`config.mk`:
```
export PLATFORM = sky130hd
export DESIGN_NAME = ttfp_fifo
export DESIGN_NICKNAME = d
export VERILOG_FILES = /design/src/hw/rtl/ttfp_pkg.sv /design/src/hw/rtl/ttfp_fifo.sv
export SDC_FILE = /design/constraint.sdc
export NUM_CORES = 1
export LEC_CHECK = 0
export BUFFER_PORTS_ARGS = -buffer_cell sky130_fd_sc_hd__clkbuf_2
export CAP_MARGIN = 20
export CORE_MARGIN = 5
export CORE_UTILIZATION = 31
export CTS_CLUSTER_DIAMETER = 30
export DETAILED_ROUTE_END_ITERATION = 10
export SLEW_MARGIN = 40
export SYNTH_ARGS = -nofsm -noshare
export SYNTH_HDL_FRONTEND = slang
export SYNTH_SLANG_ARGS = --single-unit
```
`constraint.sdc`:
```
create_clock -name clk_i -period 7.02 [get_ports clk_i]
set_input_delay 0.702 -clock clk_i [delete_from_list [all_inputs] [get_ports clk_i]]
set_output_delay 0.702 -clock clk_i [all_outputs]
set_load 0.02 [all_outputs]
```
`src/hw/rtl/ttfp_pkg.sv`:
```
// ----------------------------------------------------------------------------
// ttfp_pkg
// Types and constants shared by the tiled texel format packer.
// ----------------------------------------------------------------------------
package ttfp_pkg;

  localparam int unsigned ChanW     = 8;
  localparam int unsigned WordW     = 16;
  localparam int unsigned CfgIdxW   = 2;
  localparam int unsigned CfgDataW  = 8;
  localparam int unsigned FmtW      = 3;
  localparam int unsigned GbDepth   = 16;
  localparam int unsigned GbAddrW   = $clog2(GbDepth);
  localparam int unsigned QueueDepth = 2;

  // Register indexes of the configuration port.
  localparam logic [CfgIdxW-1:0] CfgFormat = CfgIdxW'(0);
  localparam logic [CfgIdxW-1:0] CfgAlpha  = CfgIdxW'(1);

  typedef enum logic [FmtW-1:0] {
    FmtI4     = 3'd0,
    FmtI8     = 3'd1,
    FmtIa4    = 3'd2,
    FmtIa8    = 3'd3,
    FmtRgb565 = 3'd4,
    FmtRgb5a3 = 3'd5,
    FmtRgba8  = 3'd6
  } fmt_e;

  // One classified pixel on its way from the front to the back.
  typedef struct packed {
    logic [WordW-1:0]   word;
    logic               wide;
    logic               last;
    logic               gb_we;
    logic [GbAddrW-1:0] gb_addr;
    logic [WordW-1:0]   gb_word;
    logic               dump;
  } q_entry_t;

endpackage

```
`src/hw/rtl/ttfp_fifo.sv`:
```
// ----------------------------------------------------------------------------
// ttfp_fifo
// Short queue of classified pixels between the front and the back.
// ----------------------------------------------------------------------------
module ttfp_fifo import ttfp_pkg::*; #(
  parameter int unsigned Depth = QueueDepth
) (
  input  logic     clk_i,
  input  logic     rst_ni,
  input  logic     push_i,
  input  q_entry_t entry_i,
  output logic     full_o,
  input  logic     pop_i,
  output logic     valid_o,
  output q_entry_t head_o
);

  localparam int unsigned PtrW = (Depth > 1) ? $clog2(Depth) : 1;
  localparam int unsigned CntW = $clog2(Depth + 1);
  localparam logic [PtrW-1:0] LastPtr = PtrW'(Depth - 1);

  q_entry_t        slot_q [Depth];
  logic [PtrW-1:0] wptr_q, rptr_q;
  logic [CntW-1:0] count_q;
  logic            do_push, do_pop;

  assign full_o  = (count_q == CntW'(Depth));
  assign valid_o = (count_q != '0);
  assign head_o  = slot_q[rptr_q];
  assign do_push = push_i && !full_o;
  assign do_pop  = pop_i && valid_o;

  always_ff @(posedge clk_i) begin
    if (do_push) begin
      slot_q[wptr_q] <= entry_i;
    end
  end

  always_ff @(posedge clk_i or negedge rst_ni) begin
    if (!rst_ni) begin
      wptr_q  <= '0;
      rptr_q  <= '0;
      count_q <= '0;
    end else begin
      if (do_push) begin
        wptr_q <= (wptr_q == LastPtr) ? '0 : wptr_q + PtrW'(1);
      end
      if (do_pop) begin
        rptr_q <= (rptr_q == LastPtr) ? '0 : rptr_q + PtrW'(1);
      end
      if (do_push && !do_pop) begin
        count_q <= count_q + CntW'(1);
      end else if (do_pop && !do_push) begin
        count_q <= count_q - CntW'(1);
      end
    end
  end

endmodule

```
# After elaboration in Yosys (flattened, before gate mapping)
# Memory sizes are Yosys's and may differ from the RTL's.
# Cells that the tools add are included.
# classes
reduce_logical	9
n_mux	6
addsub	4
n_eq_ne	1
# ops
operator	n
$logic_and 1x1->1	4
$mux 1	4
$mux 2	2
$reduce_bool 2->1	2
$logic_not 1->1	3
$add 1x1->1 const B	2
$add 2x1->2 const B	1
$eq 2x2->1 const B	1
$sub 2x1->2 const B	1
# word_totals
output_inout_bits	42
wordCells	24
ram_bits	80
mem_count	1
ff_bits	4
# memory_table
name	depth	width	read_ports	rd_ports_with_merged_regs	wr	line_no	text
slot_q	2	40	1	0	1	ttfp_fifo.sv:22	q_entry_t slot_q [Depth];

# Longest topological paths before layout
# Gate-level depths: netlist of the first run.
# logic_depth
ltp_word	7
depth_mapped	7
mapped_depth_nobuf	7

# Worst setup path before layout of the first run
# No wires, ideal clock.
# synth_timing
kind	input port to flip-flop
start	in push_i
end	mem slot_q[0][0] (netlist bit) (enable)
setup_time_ps	437
stages	2
arrival_ps	2476
required_ps	6583
setup_slack_ps	4107
cell_sequence	nand2_1 nor2_1
# synth_between
elab_chain_len	3
# synth_rtl
element	line_no	text
from (decl)	ttfp_fifo.sv:10	input logic push_i,
$logic_and 1x1->1	ttfp_fifo.sv:30	assign do_push = push_i && !full_o;
$mux 1	ttfp_fifo.sv:34	if (do_push) begin
$mux 1 (implied by the code)	ttfp_fifo.sv:35	slot_q[wptr_q] <= entry_i;
to (decl)	ttfp_fifo.sv:22	
# Every way passes these cells.

==> results of run 1 <==
==> sequential cells by signal, summed over array words and instances (netlist names) <==
name,count
slot_q,80
count_q,2
rptr_q,1
wptr_q,1
==> layout by cell type, fill, tap and decap left out, types with 2 or more instances in the layout <==
master                       netlist  layout
sky130_fd_sc_hd__inv_6             0       2
sky130_fd_sc_hd__buf_4             0       2
sky130_fd_sc_hd__clkinv_2          0       2
sky130_fd_sc_hd__edfxtp_1         80      80
sky130_fd_sc_hd__dfrtp_1           4       3
sky130_fd_sc_hd__inv_1             2       2
sky130_fd_sc_hd__xor2_1            2       2
sky130_fd_sc_hd__xnor2_1           3       3
sky130_fd_sc_hd__clkinvlp_4        0       2
sky130_fd_sc_hd__mux2_4           39      39
sky130_fd_sc_hd__clkbuf_2          0      85
sky130_fd_sc_hd__clkbuf_8          0       9
==> power by group through the flow <==
stage / Combinational, mW / Sequential [mW] / Clock, mW
after global placement: 0.630 / 0.757 / 0
after floorplan: 0.530 / 0.726 / 0
final: 0.617 / 0.747 / 0.306
after detailed placement: 0.633 / 0.762 / 0
after global routing: 0.665 / 0.761 / 0.349
after CTS: 0.635 / 0.751 / 0.318
==> per-layer routing <==
| layer | part of all wire [%] | GRT usage (%) |
|---|---|---|
| met5 | 0 | 0 |
| met4 | 1.4 | 3.846 |
| met3 | 9.2 | 4.545 |
| met2 | 48 | 14.97 |
| met1 | 41 | 10.31 |
==> worst register-to-register path: cells and delay by family (launching register included) <==
kind	cells	cell delay (ns)
AND/OR/NAND/NOR	3	0.84
buffers and inverters	1	0.42
flip-flops	1	0.41
==> final cells by class <==
cell class,instances,share of cell area (%)
Sequential cell,84,62.61
Multi-Input combinational cell,53,17.55
Timing Repair Buffer,87,11.01
Tap cell,136,4.255
Clock buffer,9,3.098
Clock inverter,7,1.283
Inverter,2,0.1877
==> logic make-up after synthesis <==
logic type	synth area share, %
xor gates and xnor gates	1.331
and+or+nand+nor	1.103
muxes	18.14
adders and majority gates	0.3802
DFF	76.05
buffers and inverters	3.004
==> worst paths after layout <==
| path | slack (ns) | endpoint | from |
|---|---|---|---|
| worst max-delay path | 4.19 | head_o[13] | rptr_q |
| worst min-delay path | 0.15 | wptr_q | rst_ni |
| worst max register to register | 5.03 | slot_q[0][37] | count_q[0] |
| worst min register to register | 0.50 | count_q[1] | count_q[1] |
| max in group asynchronous | 6.73 | rptr_q | rst_ni |
| min in group clk_i | 0.50 | count_q[1] | count_q[1] |
==> results, run 1 <==
- The initial standard-cell utilization of the core is between 30% and 40%.
- The final period demand of the worst path is 2.825 ns.
- The cell taking the most area after synthesis is sky130_fd_sc_hd__edfxtp_1.
- The depth of the worst register-to-register path is 4.
- For this design, the sink count on the clock tree is 84.
- Entering global routing, the biggest net connects roughly 40 pins.
- The analysis attributes to net switching a power of 0.5733 mW.
- The repair_antennas step left the layout with diodes totalling 0.
- Timing analysis after detailed placement gives a worst setup slack of 4.511 ns.
- Setup slack on the critical path of the routed design comes to roughly 4.2 ns.
- The wire length of the first global-routing pass is slightly below 9000 um.
- The setup skew after layout is 0.005845 ns.
- The HPWL after detailed placement is 3705 um.
- Yosys printed 0 warnings.
- The sum of routed wire length over all layers is around 5600 um.
- The via count of the first global-routing pass is 1723.
- Summing all multi-input logic gate instances after layout gives around 700 sq um.
- The slew of the pin with the lowest slew margin is approximately 0.65 ns.
- The signal on the critical path passes through buf_4, mux2_4, clkbuf_2.
- Counting along the longest clock path gives a buffer depth of 2.
- The vertical extent of the die is between 100 and 150 um.
- The final hold violation count was 0.
- The min-delay analysis places its worst path in the category input pin to asynchronous set/reset pin.
- The proportion of total power due to net switching is 34.34%.
- The average instance area after synthesis is around 23 sq um.
- Dividing the detail-routed wire length by the instance count gives roughly 15 um.
- The ratio of final minimum period to clock period is between 40% and 50%.
- The fraction of the core area covered by cells at the end of the flow is slightly below 40%.
- Data on the critical path is required at its endpoint by approximately 6.3 ns.
- The largest single stage delay on the critical path is about 0.73 ns.
- The worst hold slack is 0.1491 ns.
- The floorplan step defined a die boundary enclosing 0.01278 sq mm.
- between 80 and 90 I/O pins were placed.
- The area share of the largest cell type after synthesis is between 70% and 80%.
- The worst-case IR drop observed on VDD is between 0.1 and 0.15 mV.
- Gates resized during post-CTS repair numbered 0.
- The number of library cell types mapped by synthesis is 16.
- Setup repair after global routing left no endpoint under its margin.
- Dividing total power by cell area gives a power density of 417.5 mW/mm^2.
- For the worst setup path, the data arrival time is 2.12 ns.
- The number of logic stages on the critical path including buffering is 3.
- The total congestion overflow after global routing is 0.
- Synthesis produced a netlist with a net count of ~190.
- In this run the cell area of the synthesized design comes to between 0.003 and 0.004 sq mm.
- The CTS root buffer is sky130_fd_sc_hd__clkbuf_8.
- Once detail routing completed, the nets flagged for antenna violations numbered 0.
- The pre-antenna-repair detailed-routing pass consisted of 3 iterations.
- TritonCTS built the clock tree.
- For this run, design rule violations remaining after detail routing come to 0.
- After clock tree synthesis, the setup repair step added 0 buffers.
- Input and output buffers added on the ports amount to 85.
- Of all nets on the critical path, the largest fanout is 24.
- Row generation in the floorplan step produced 37 rows.
- Derived from the worst setup path, the maximum achievable clock frequency is around 350 MHz.
- The gate family responsible for the most delay along the worst path is flip-flops.
- Sequential elements use between 70% and 80% of the synthesized area.
- Counting flops with a built-in enable in the synthesized netlist gives 80.
- By startpoint and endpoint, the worst setup path is classified as register to output port.
- The final standard cell area without fillers is roughly 0.0040 sq mm.
- The clock transition at the registers of the reported paths is 0.09 ns.
- After technology mapping, the gate count stands at roughly 140.
- The number of clock buffers added by TritonCTS is 9.
- The via-per-instance ratio is 4.167.
- The final number of setup-violating endpoints is 0.
- The H-tree generated during clock tree synthesis spans 3 levels.
- The storage element area is between 0.002 and 0.003 sq mm.
- Summing over every cut layer, the via total after detailed routing is 1575.
- The last weighted congestion value of the routability-driven placer is 0.6646.
- In this run, the combinational gates consume around 37% of the power.
- The area of placed instances is around 0.0038 sq mm.
- From synthesis to final layout, the design area changed by 21.52%.
- The internal power of the cells is between 1 and 1.5 mW.
- The number of DRC violations after detailed-routing iteration 0 is 36.
- The worst setup path is captured at an output port.
- Yosys attributes the largest share of cell area to sky130_fd_sc_hd__edfxtp_1 (73%), sky130_fd_sc_hd__mux2_4 (18%), sky130_fd_sc_hd__dfrtp_1 (3.0%), sky130_fd_sc_hd__buf_12 (2.4%), sky130_fd_sc_hd__xnor2_1 (0.80%).
- The dominant synthesized flop cell is sky130_fd_sc_hd__edfxtp_1.
- The total of fill cells in the finished design is 974.
- The aggregate global-route resource usage is 9.211%.
- The design draws about 1.7 mW.
- The fraction of layout instances using a drive strength above 1 is 60.74%.
- The cell count after placement is 362.
- From left edge to right edge, the die measures 113.0 um.
- The slowest cell on the critical path is sky130_fd_sc_hd__dfrtp_2.
- In this run the tightest slew margin relative to its limit is 56.77%.
- The number of max-slew violations in the final report was 0.
- At the later pin of the worst-skew pair, clock insertion delay measures around 0.35 ns.
- By instance count, the leading cell after synthesis is sky130_fd_sc_hd__edfxtp_1.
- The post-layout instance count excluding filler cells is between 300 and 400.
- The flow ran to the end, and the final reports show no timing, DRC or antenna violations.
- Of the total power, the clock network draws between 15 and 20%.
- After synthesis, the most frequently instantiated cells are sky130_fd_sc_hd__edfxtp_1 (80), sky130_fd_sc_hd__mux2_4 (39), sky130_fd_sc_hd__buf_12 (4), sky130_fd_sc_hd__dfrtp_1 (4), sky130_fd_sc_hd__xnor2_1 (3).
- The worst setup path is launched from a register.
- The post-cts hold buffer count is 0.
- The async set-or-reset flop fraction in the synthesized netlist is 4.762%.
- The synthesized design contains 84 register bits.
- The portion of total power attributed to sequential cells is 44.7%.
- The number of antenna violations at the first check in global routing is 0.
- The cell leakage power is 1.620 nW.
- The standard cell core area is between 0.01 and 0.015 sq mm.
- Max-cap violations in this run came to 0.
- Setup total negative slack on the finished layout was measured at 0 ns.
- The number of buffer and inverter stages on the critical path is 2.
- At the end of the flow, the number of nets in the layout was 282.
Power figures use the tool's default switching activity.
==> run 2: changes to the inputs <==
==> constraint.sdc (replaced) <==
create_clock -name clk_i -period 2.85 [get_ports clk_i]
set_input_delay 0.285 -clock clk_i [delete_from_list [all_inputs] [get_ports clk_i]]
set_output_delay 0.285 -clock clk_i [all_outputs]
set_load 0.02 [all_outputs]
==> results, run 2 (synthesis gave the netlist of run 1 again) <==
- The slowest cell on the critical path is sky130_fd_sc_hd__dfrtp_2 (unchanged).
- The final-layout setup total negative slack was 0 ns (unchanged).
- The aggregate global-route resource usage came to 9.101% (was 9.211%).
- The setup skew after layout is 0.009700 ns (was 0.005845 ns).
- The vias after detailed routing is 1578 (was 1575).
- The first-pass iteration count of the detailed router is 4 (was 3).
- The final hold violation count is 0 (unchanged).
- Commonest cells after routing, fill and taps aside: sky130_fd_sc_hd__clkbuf_2 (85), sky130_fd_sc_hd__edfxtp_1 (80), sky130_fd_sc_hd__mux2_4 (39) (unchanged).
- The CTS root buffer is sky130_fd_sc_hd__clkbuf_8 (unchanged).
- The number of setup buffers added after CTS is 0 (unchanged).
- The total congestion overflow after global routing came to 0 (unchanged).
- The layout overhead on the synthesized area is 23.99% (was 21.52%).
- The endpoint required time on the critical path is 2.57 ns (was 6.32 ns).
- The quantity of gates resized following cts is 0 (unchanged).
- The routed wire length per instance came to 14.83 um (was 14.77 um).
- The number of max-slew violations in the final report is 0 (unchanged).
- The maximum fanout along the worst path is 23 (was 24).
- Unrepaired setup endpoints after global routing: false (unchanged).
- The highest ir drop seen on vdd was 0.4105 mV (was 0.1249 mV).
- The die span in x came to 113.0 um (unchanged).
- The post-detailed-route DRC marker count is 0 (unchanged).
- The number of top-level pins is 86 (unchanged).
- The final period demand of the worst path is 1.986 ns.
- The class of the tightest hold or removal check was input pin to register (was input pin to asynchronous set/reset pin).
- The worst max-slew margin expressed relative to the limit is 67.34% (was 56.77%).
- The cell count after placement is 364 (was 362).
- The total of fill cells in the finished design came to 953 (was 974).
- The number of buffers on the longest clock path is 2 (unchanged).
- The highest cell delay on the worst timing path was 0.42 ns (was 0.73 ns).
- The count of port buffers added during placement was 85 (unchanged).
- The maximum level of the CTS H-tree is 3 (unchanged).
- The initial standard-cell utilization of the core is 31.87% (unchanged).
- The count of max-cap constraint violations is 0 (unchanged).
- The arrival time of the worst setup path was 1.70 ns (was 2.12 ns).
- The die footprint is 0.01278 sq mm (unchanged).
- The via count of the first global-routing pass came to 1671 (was 1723).
- The type of element capturing the critical path is an output port (unchanged).
- The post-cts hold buffer count is 1 (was 0).
- The via-per-instance ratio came to 4.142 (was 4.167).
- For this run, the top clock speed supported by timing is ~500 MHz.
- Largest registers in the final layout: slot_q (80), count_q (2) (unchanged).
- The post-layout instance count excluding filler cells is 381 (was 378).
- The fraction of layout instances using a drive strength above 1 came to 60.00% (was 60.74%).
- The number of core rows came to 37 (unchanged).
- The category of the worst setup path launch point was a register (unchanged).
- The register name with the most flops is slot_q (unchanged).
- The sum of routed wire length over all layers is 5650 um (was 5582 um).
- The ratio of final minimum period to clock period is ~70%.
- Sequence of cells on the critical path: buf_4, mux2_4, clkbuf_2 (unchanged).
- The critical path class was register to output port (unchanged).
- The number of DRC violations after detailed-routing iteration 0 came to 41 (was 36).
- The flip-flop count of the largest register, all copies and words added is 80 (unchanged).
- The power density over cell area is 1055 mW/mm^2 (was 417.5 mW/mm^2).
- The number of antenna violations at the first check in global routing came to 0 (unchanged).
- The CTS buffer count came to 9 (unchanged).
- The number of clock sinks was 84 (unchanged).
- The vertical extent of the die is 113.0 um (unchanged).
- The wire length of the first global-routing pass is 8776 um (was 8873 um).
- The largest net degree at the start of global routing came to 27 (was 41).
- The TritonCTS clock tree is yes (unchanged).
- The final number of setup-violating endpoints is 0 (unchanged).
- The diode insertion count for antenna repair came to 0 (unchanged).
- The clock transition at the registers of the reported paths is 0.08 ns (was 0.09 ns).
- Result of the run: complete, no violations (unchanged).
- The slew of the pin with the lowest slew margin is 0.4887 ns (was 0.6470 ns).
- The cell leakage power came to 1.663 nW (was 1.620 nW).
- The last weighted congestion value of the routability-driven placer came to 0.6651 (was 0.6646).
- The HPWL after detailed placement is 3875 um (was 3705 um).
- The final layout net count is 285 (was 282).
- The most common library cell in the layout ignoring fill and taps is sky130_fd_sc_hd__clkbuf_2 (unchanged).
- The number of nets with antenna violations after detailed routing came to 0 (unchanged).
- The standard cell core area is 0.01032 sq mm (unchanged).
- The clock network latency to the later pin of the worst-skew pair is 0.34 ns (was 0.35 ns).
## run 2: cell count changes in the layout (fill, tap and decap cells not counted), sizes merged
cell,change
clkbuf,+2
inv,-2
buf,+2
dlygate4sd3,+1
bufinv,+2
clkinvlp,-2
## run 2: final timing paths
path                        startpoint            end  slack (ns)  cells after the start
min in group asynchronous       rst_ni     count_q[1]        0.29                      2
max reg2reg                 count_q[0]  slot_q[0][38]        1.16                      4
min                        entry_i[30]  slot_q[0][30]        0.13                      1
max in group asynchronous       rst_ni         rptr_q        2.41                      2
max                             rptr_q     head_o[35]        0.86                      3
min reg2reg                 count_q[1]     count_q[1]        0.50                      1
## run 2: metal layers
| metal | wire length [um] | global-route usage [%] |
|---|---|---|
| met5 | 0 | 0 |
| met4 | 68 | 3.365 |
| met3 | 467 | 4.225 |
| met2 | 2754 | 14.45 |
| met1 | 2360 | 10.84 |
## run 2: area by class of cell
| class | instances | area (sq um) | area share (%) |
|---|---|---|---|
| well taps | 136 | 170.2 | 4.170 |
| repair buffers | 90 | 490.5 | 12.02 |
| flip-flops and latches | 84 | 2504 | 61.36 |
| clock buffers | 11 | 131.4 | 3.220 |
| multi-input cells | 53 | 698.2 | 17.11 |
| clock inverters | 5 | 78.83 | 1.932 |
| inverters | 2 | 7.507 | 0.1840 |
## run 2: per-stage QoR
step           area, sq um  setup slack [ns]  hold WS [ns]  power [mW]  utilization [%]
3_5_place_dp          3860             1.131        0.1074       3.486            37.39
6_report              4080            0.8644        0.1283       4.306            39.52
5_1_grt               4080            0.7619       0.09629       4.552            39.52
4_1_cts               4080            0.8188        0.1029       4.399            39.52
3_3_place_gp          3860             1.156        0.1013       3.461            37.39
2_1_floorplan         3291            0.1047      -0.01059       3.096                -
## run 2: critical path, delay by kind of cell (launching register included)
kind	cells	cell delay [ns]
buf+inv	2	0.57
flops	1	0.42
mux	1	0.35
## run 2: where the power goes
group          internal [mW]  switching [mW]  leakage, nW
Sequential              1.69          0.0892        0.789
Clock                  0.493           0.398        0.107
Combinational          0.724           0.911        0.767
Total                   2.91            1.40         1.66
==> run 3: changes to the inputs <==
--- a/config.mk
+++ b/config.mk
@@ -5,6 +5,7 @@
 export SDC_FILE = /design/constraint.sdc
 export NUM_CORES = 1
 export LEC_CHECK = 0
+export ABC_AREA = 1
 export BUFFER_PORTS_ARGS = -buffer_cell sky130_fd_sc_hd__clkbuf_2
 export CAP_MARGIN = 20
 export CORE_MARGIN = 5
==> constraint.sdc (replaced) <==
create_clock -name clk_i -period 1.9 [get_ports clk_i]
set_input_delay 0.19 -clock clk_i [delete_from_list [all_inputs] [get_ports clk_i]]
set_output_delay 0.19 -clock clk_i [all_outputs]
set_load 0.02 [all_outputs]
==> results, run 3 <==
- Result of the run: complete, no violations (unchanged).
- The CTS root buffer was sky130_fd_sc_hd__clkbuf_16 (was sky130_fd_sc_hd__clkbuf_8).
- The sum of routed wire length over all layers is 6557 um (was 5650 um).
- Of the available clock period, the critical path in the final layout requires 88.75%.
- The sequential cell area fraction in the yosys report is 69.04% (was 76.05%).
- The final standard cell area without fillers is 0.004527 sq mm (was 0.004080 sq mm).
- Static timing analysis puts the maximum clock frequency at between 500 and 600 MHz.
- The first-pass iteration count of the detailed router came to 3 (was 4).
- The number of clock sinks is 84 (unchanged).
- The maximum level of the CTS H-tree is 3 (unchanged).
- The most common library cell in the layout ignoring fill and taps was sky130_fd_sc_hd__clkbuf_2 (unchanged).
- The area of placed instances is 0.004209 sq mm (was 0.003860 sq mm).
- The slowest cell on the critical path is sky130_fd_sc_hd__dfrtp_2 (unchanged).
- The cell taking the most area after synthesis is sky130_fd_sc_hd__edfxtp_1 (unchanged).
- The number of nets with antenna violations after detailed routing was 0 (unchanged).
- The final number of setup-violating endpoints is 0 (unchanged).
- Commonest cells after routing, fill and taps aside: sky130_fd_sc_hd__clkbuf_2 (85), sky130_fd_sc_hd__edfxtp_1 (80), sky130_fd_sc_hd__nand2_1 (48) (was sky130_fd_sc_hd__clkbuf_2 (85), sky130_fd_sc_hd__edfxtp_1 (80), sky130_fd_sc_hd__mux2_4 (39)).
- The register name with the most flops was slot_q (unchanged).
- The fraction of the core area covered by cells at the end of the flow came to 39.65% (was 39.52%).
- The post-detailed-route DRC marker count is 0 (unchanged).
- The slew of the pin with the lowest slew margin is 0.3410 ns (was 0.4887 ns).
- Top cell types by occurrence after synthesis: sky130_fd_sc_hd__edfxtp_1 (80), sky130_fd_sc_hd__nand2_1 (48), sky130_fd_sc_hd__nand2_2 (43) (was sky130_fd_sc_hd__edfxtp_1 (80), sky130_fd_sc_hd__mux2_4 (39), sky130_fd_sc_hd__buf_12 (4), sky130_fd_sc_hd__dfrtp_1 (4), sky130_fd_sc_hd__xnor2_1 (3)).
- The flip-flop count of the largest register, all copies and words added was 80 (unchanged).
- The power density over cell area is 1670 mW/mm^2 (was 1055 mW/mm^2).
- The count of port buffers added during placement is 85 (unchanged).
- The critical path class is register to output port (unchanged).
- The highest cell delay on the worst timing path came to 0.45 ns (was 0.42 ns).
- The cell leakage power is 1.976 nW (was 1.663 nW).
- The type of element capturing the critical path is an output port (unchanged).
- The die footprint is 0.01395 sq mm (was 0.01278 sq mm).
- The arrival time of the worst setup path is 1.50 ns (was 1.70 ns).
- The clock transition at the registers of the reported paths is 0.06 ns (was 0.08 ns).
- The worst slack at placement was 0.4757 ns (was 1.131 ns).
- The number of antenna violations at the first check in global routing is 0 (unchanged).
- The number of core rows was 39 (was 37).
- The category of the worst setup path launch point is a register (unchanged).
- The dominant synthesized flop cell is sky130_fd_sc_hd__edfxtp_1 (unchanged).
- The via count of the first global-routing pass is 2158 (was 1671).
- The largest net degree at the start of global routing came to 23 (was 27).
- The fraction of layout instances using a drive strength above 1 is 58.02% (was 60.00%).
- The total congestion overflow after global routing came to 0 (unchanged).
- The number of DRC violations after detailed-routing iteration 0 is 64 (was 41).
- The routed wire length per instance is 13.49 um (was 14.83 um).
- The register bit count reported by yosys is 84 (unchanged).
- The TritonCTS clock tree is yes (unchanged).
- The worst hold slack was 0.04685 ns (was 0.1283 ns).
- The number of enable flip-flop cells after synthesis is 80 (unchanged).
- The highest ir drop seen on vdd is 0.5953 mV (was 0.4105 mV).
- The setup skew after layout came to 0.005462 ns (was 0.009700 ns).
- The endpoint required time on the critical path is 1.71 ns (was 2.57 ns).
- The initial standard-cell utilization of the core is 31.74% (was 31.87%).
- The die span in x is 118.1 um (was 113.0 um).
- The HPWL after detailed placement is 4575 um (was 3875 um).
- The combined area of all synthesized cells came to 0.003625 sq mm (was 0.003291 sq mm).
- The total of fill cells in the finished design is 1111 (was 953).
- The number of library cell types mapped by synthesis is 20 (was 16).
- The worst path setup slack after routing is 0.2137 ns (was 0.8644 ns).
- The CTS buffer count is 9 (unchanged).
- The number of buffers on the longest clock path came to 2 (unchanged).
- The async set-or-reset flop fraction in the synthesized netlist was 4.762% (unchanged).
- The layout overhead on the synthesized area is 24.89% (was 23.99%).
- The class of the tightest hold or removal check is input pin to register (unchanged).
- The last weighted congestion value of the routability-driven placer is 0.6888 (was 0.6651).
- The average instance area after synthesis is 15.04 sq um (was 22.85 sq um).
- The worst max-slew margin expressed relative to the limit is 77.12% (was 67.34%).
- The standard cell core area was 0.01142 sq mm (was 0.01032 sq mm).
- The number of cells produced by synthesis is 241 (was 144).
- The count of warnings emitted by yosys came to 0 (unchanged).
- The clock network latency to the later pin of the worst-skew pair is 0.33 ns (was 0.34 ns).
- The maximum fanout along the worst path is 16 (was 23).
- The area taken by multi-input logic gates is 970.9 sq um (was 698.2 sq um).
- The aggregate global-route resource usage is 9.768% (was 9.101%).
- The final period demand of the worst path is 1.686 ns.
- The quantity of gates resized following cts came to 0 (unchanged).
- The number of top-level pins came to 86 (unchanged).
- The net count after synthesis came to 286 (was 189).
- The final layout net count was 383 (was 285).
- The count of max-cap constraint violations is 0 (unchanged).
- The final-layout setup total negative slack is 0 ns (unchanged).
- The area share of the largest cell type after synthesis is 66.28% (was 73.00%).
- The final hold violation count came to 0 (unchanged).
- The vias after detailed routing is 1994 (was 1578).
- The wire length of the first global-routing pass came to 10620 um (was 8776 um).
- The diode insertion count for antenna repair is 0 (unchanged).
- The vertical extent of the die is 118.1 um (was 113.0 um).
- Sequence of cells on the critical path: inv_8, buf_4, nand2_4, nand2_2, clkbuf_2 (was buf_4, mux2_4, clkbuf_2).
- The via-per-instance ratio is 4.103 (was 4.142).
- The number of max-slew violations in the final report is 0 (unchanged).
- Largest registers in the final layout: slot_q (80), count_q (2) (unchanged).
- The storage element area is 0.002504 sq mm (unchanged).
- Synth top area cells: sky130_fd_sc_hd__edfxtp_1 (66%), sky130_fd_sc_hd__nand2_4 (12%), sky130_fd_sc_hd__nand2_2 (7.4%), sky130_fd_sc_hd__nand2_1 (5.0%), sky130_fd_sc_hd__dfrtp_1 (2.8%) (was sky130_fd_sc_hd__edfxtp_1 (73%), sky130_fd_sc_hd__mux2_4 (18%), sky130_fd_sc_hd__dfrtp_1 (3.0%), sky130_fd_sc_hd__buf_12 (2.4%), sky130_fd_sc_hd__xnor2_1 (0.80%)).
- Unrepaired setup endpoints after global routing: false (unchanged).
- The most frequently used cell type in the post-synthesis netlist is sky130_fd_sc_hd__edfxtp_1 (unchanged).
run 3: power by group:
| part | total, mW | switching (mW) | internal, mW | leakage, nW |
|---|---|---|---|---|
| sequential | 2.76 | 0.215 | 2.54 | 0.791 |
| clock | 1.79 | 0.649 | 1.14 | 0.154 |
| combinational | 3.01 | 2.02 | 0.989 | 1.03 |
run 3: cells by family (layout without fill, tap and decap cells):
kind of cell	Yosys count	count (layout)	share of synthesized area, %
and+or+nand+nor	137	137	25.85
DFF	84	84	69.04
buffers and inverters	17	119	4.384
adders and majority gates	1	1	0.3451
AOI/OAI and AO/OA	1	1	0.1379
xor gates and xnor gates	1	1	0.2417
run 3: worst max-delay path: cells and delay by family (launching register included):
kind                   cells  cell delay [ns]
buffers and inverters      3             0.61
DFF                        1             0.45
and+or+nand+nor            2             0.10
run 3: worst paths after layout:
kind / slack [ns] / from / cells past startpoint / end
max: 0.21 / rptr_q / 5 / head_o[29]
min: 0.05 / entry_i[24] / 1 / slot_q[1][24]
max reg2reg: 0.49 / count_q[0] / 7 / count_q[1]
min reg2reg: 0.49 / wptr_q / 2 / wptr_q
max in group asynchronous: 1.54 / rst_ni / 2 / rptr_q
min in group asynchronous: 0.21 / rst_ni / 2 / rptr_q
run 3: repair_timing:
action                                 4_1_cts  5_1_grt
buffers inserted                             0        0
hold buffers                                 1        0
endpoints found under the hold margin        4        0
run 3: cell type report:
class,instances,share of cell area (%)
clock buffer,10,5.058
clock inverter,6,1.741
inverter,8,0.8292
multi-input combinational,140,21.45
sequential,84,55.31
tap,143,3.952
timing repair buffer,95,11.66
run 3: layer usage:
metal,routed length [um],part of all wire (%),vias up,GRT usage (%)
met5,0,0,-,0
met4,126,1.9,0,4.731
met3,359,5.5,10,2.818
met2,3455,53,54,17.16
met1,2616,40,933,10.80
li1,-,-,997,-
run 3: through the flow:
step           cells  total power [mW]
2_1_floorplan    241             5.109
3_3_place_gp     469             5.859
3_5_place_dp     469             5.903
4_1_cts          486             7.724
5_1_grt          486             8.038
6_report         486             7.559
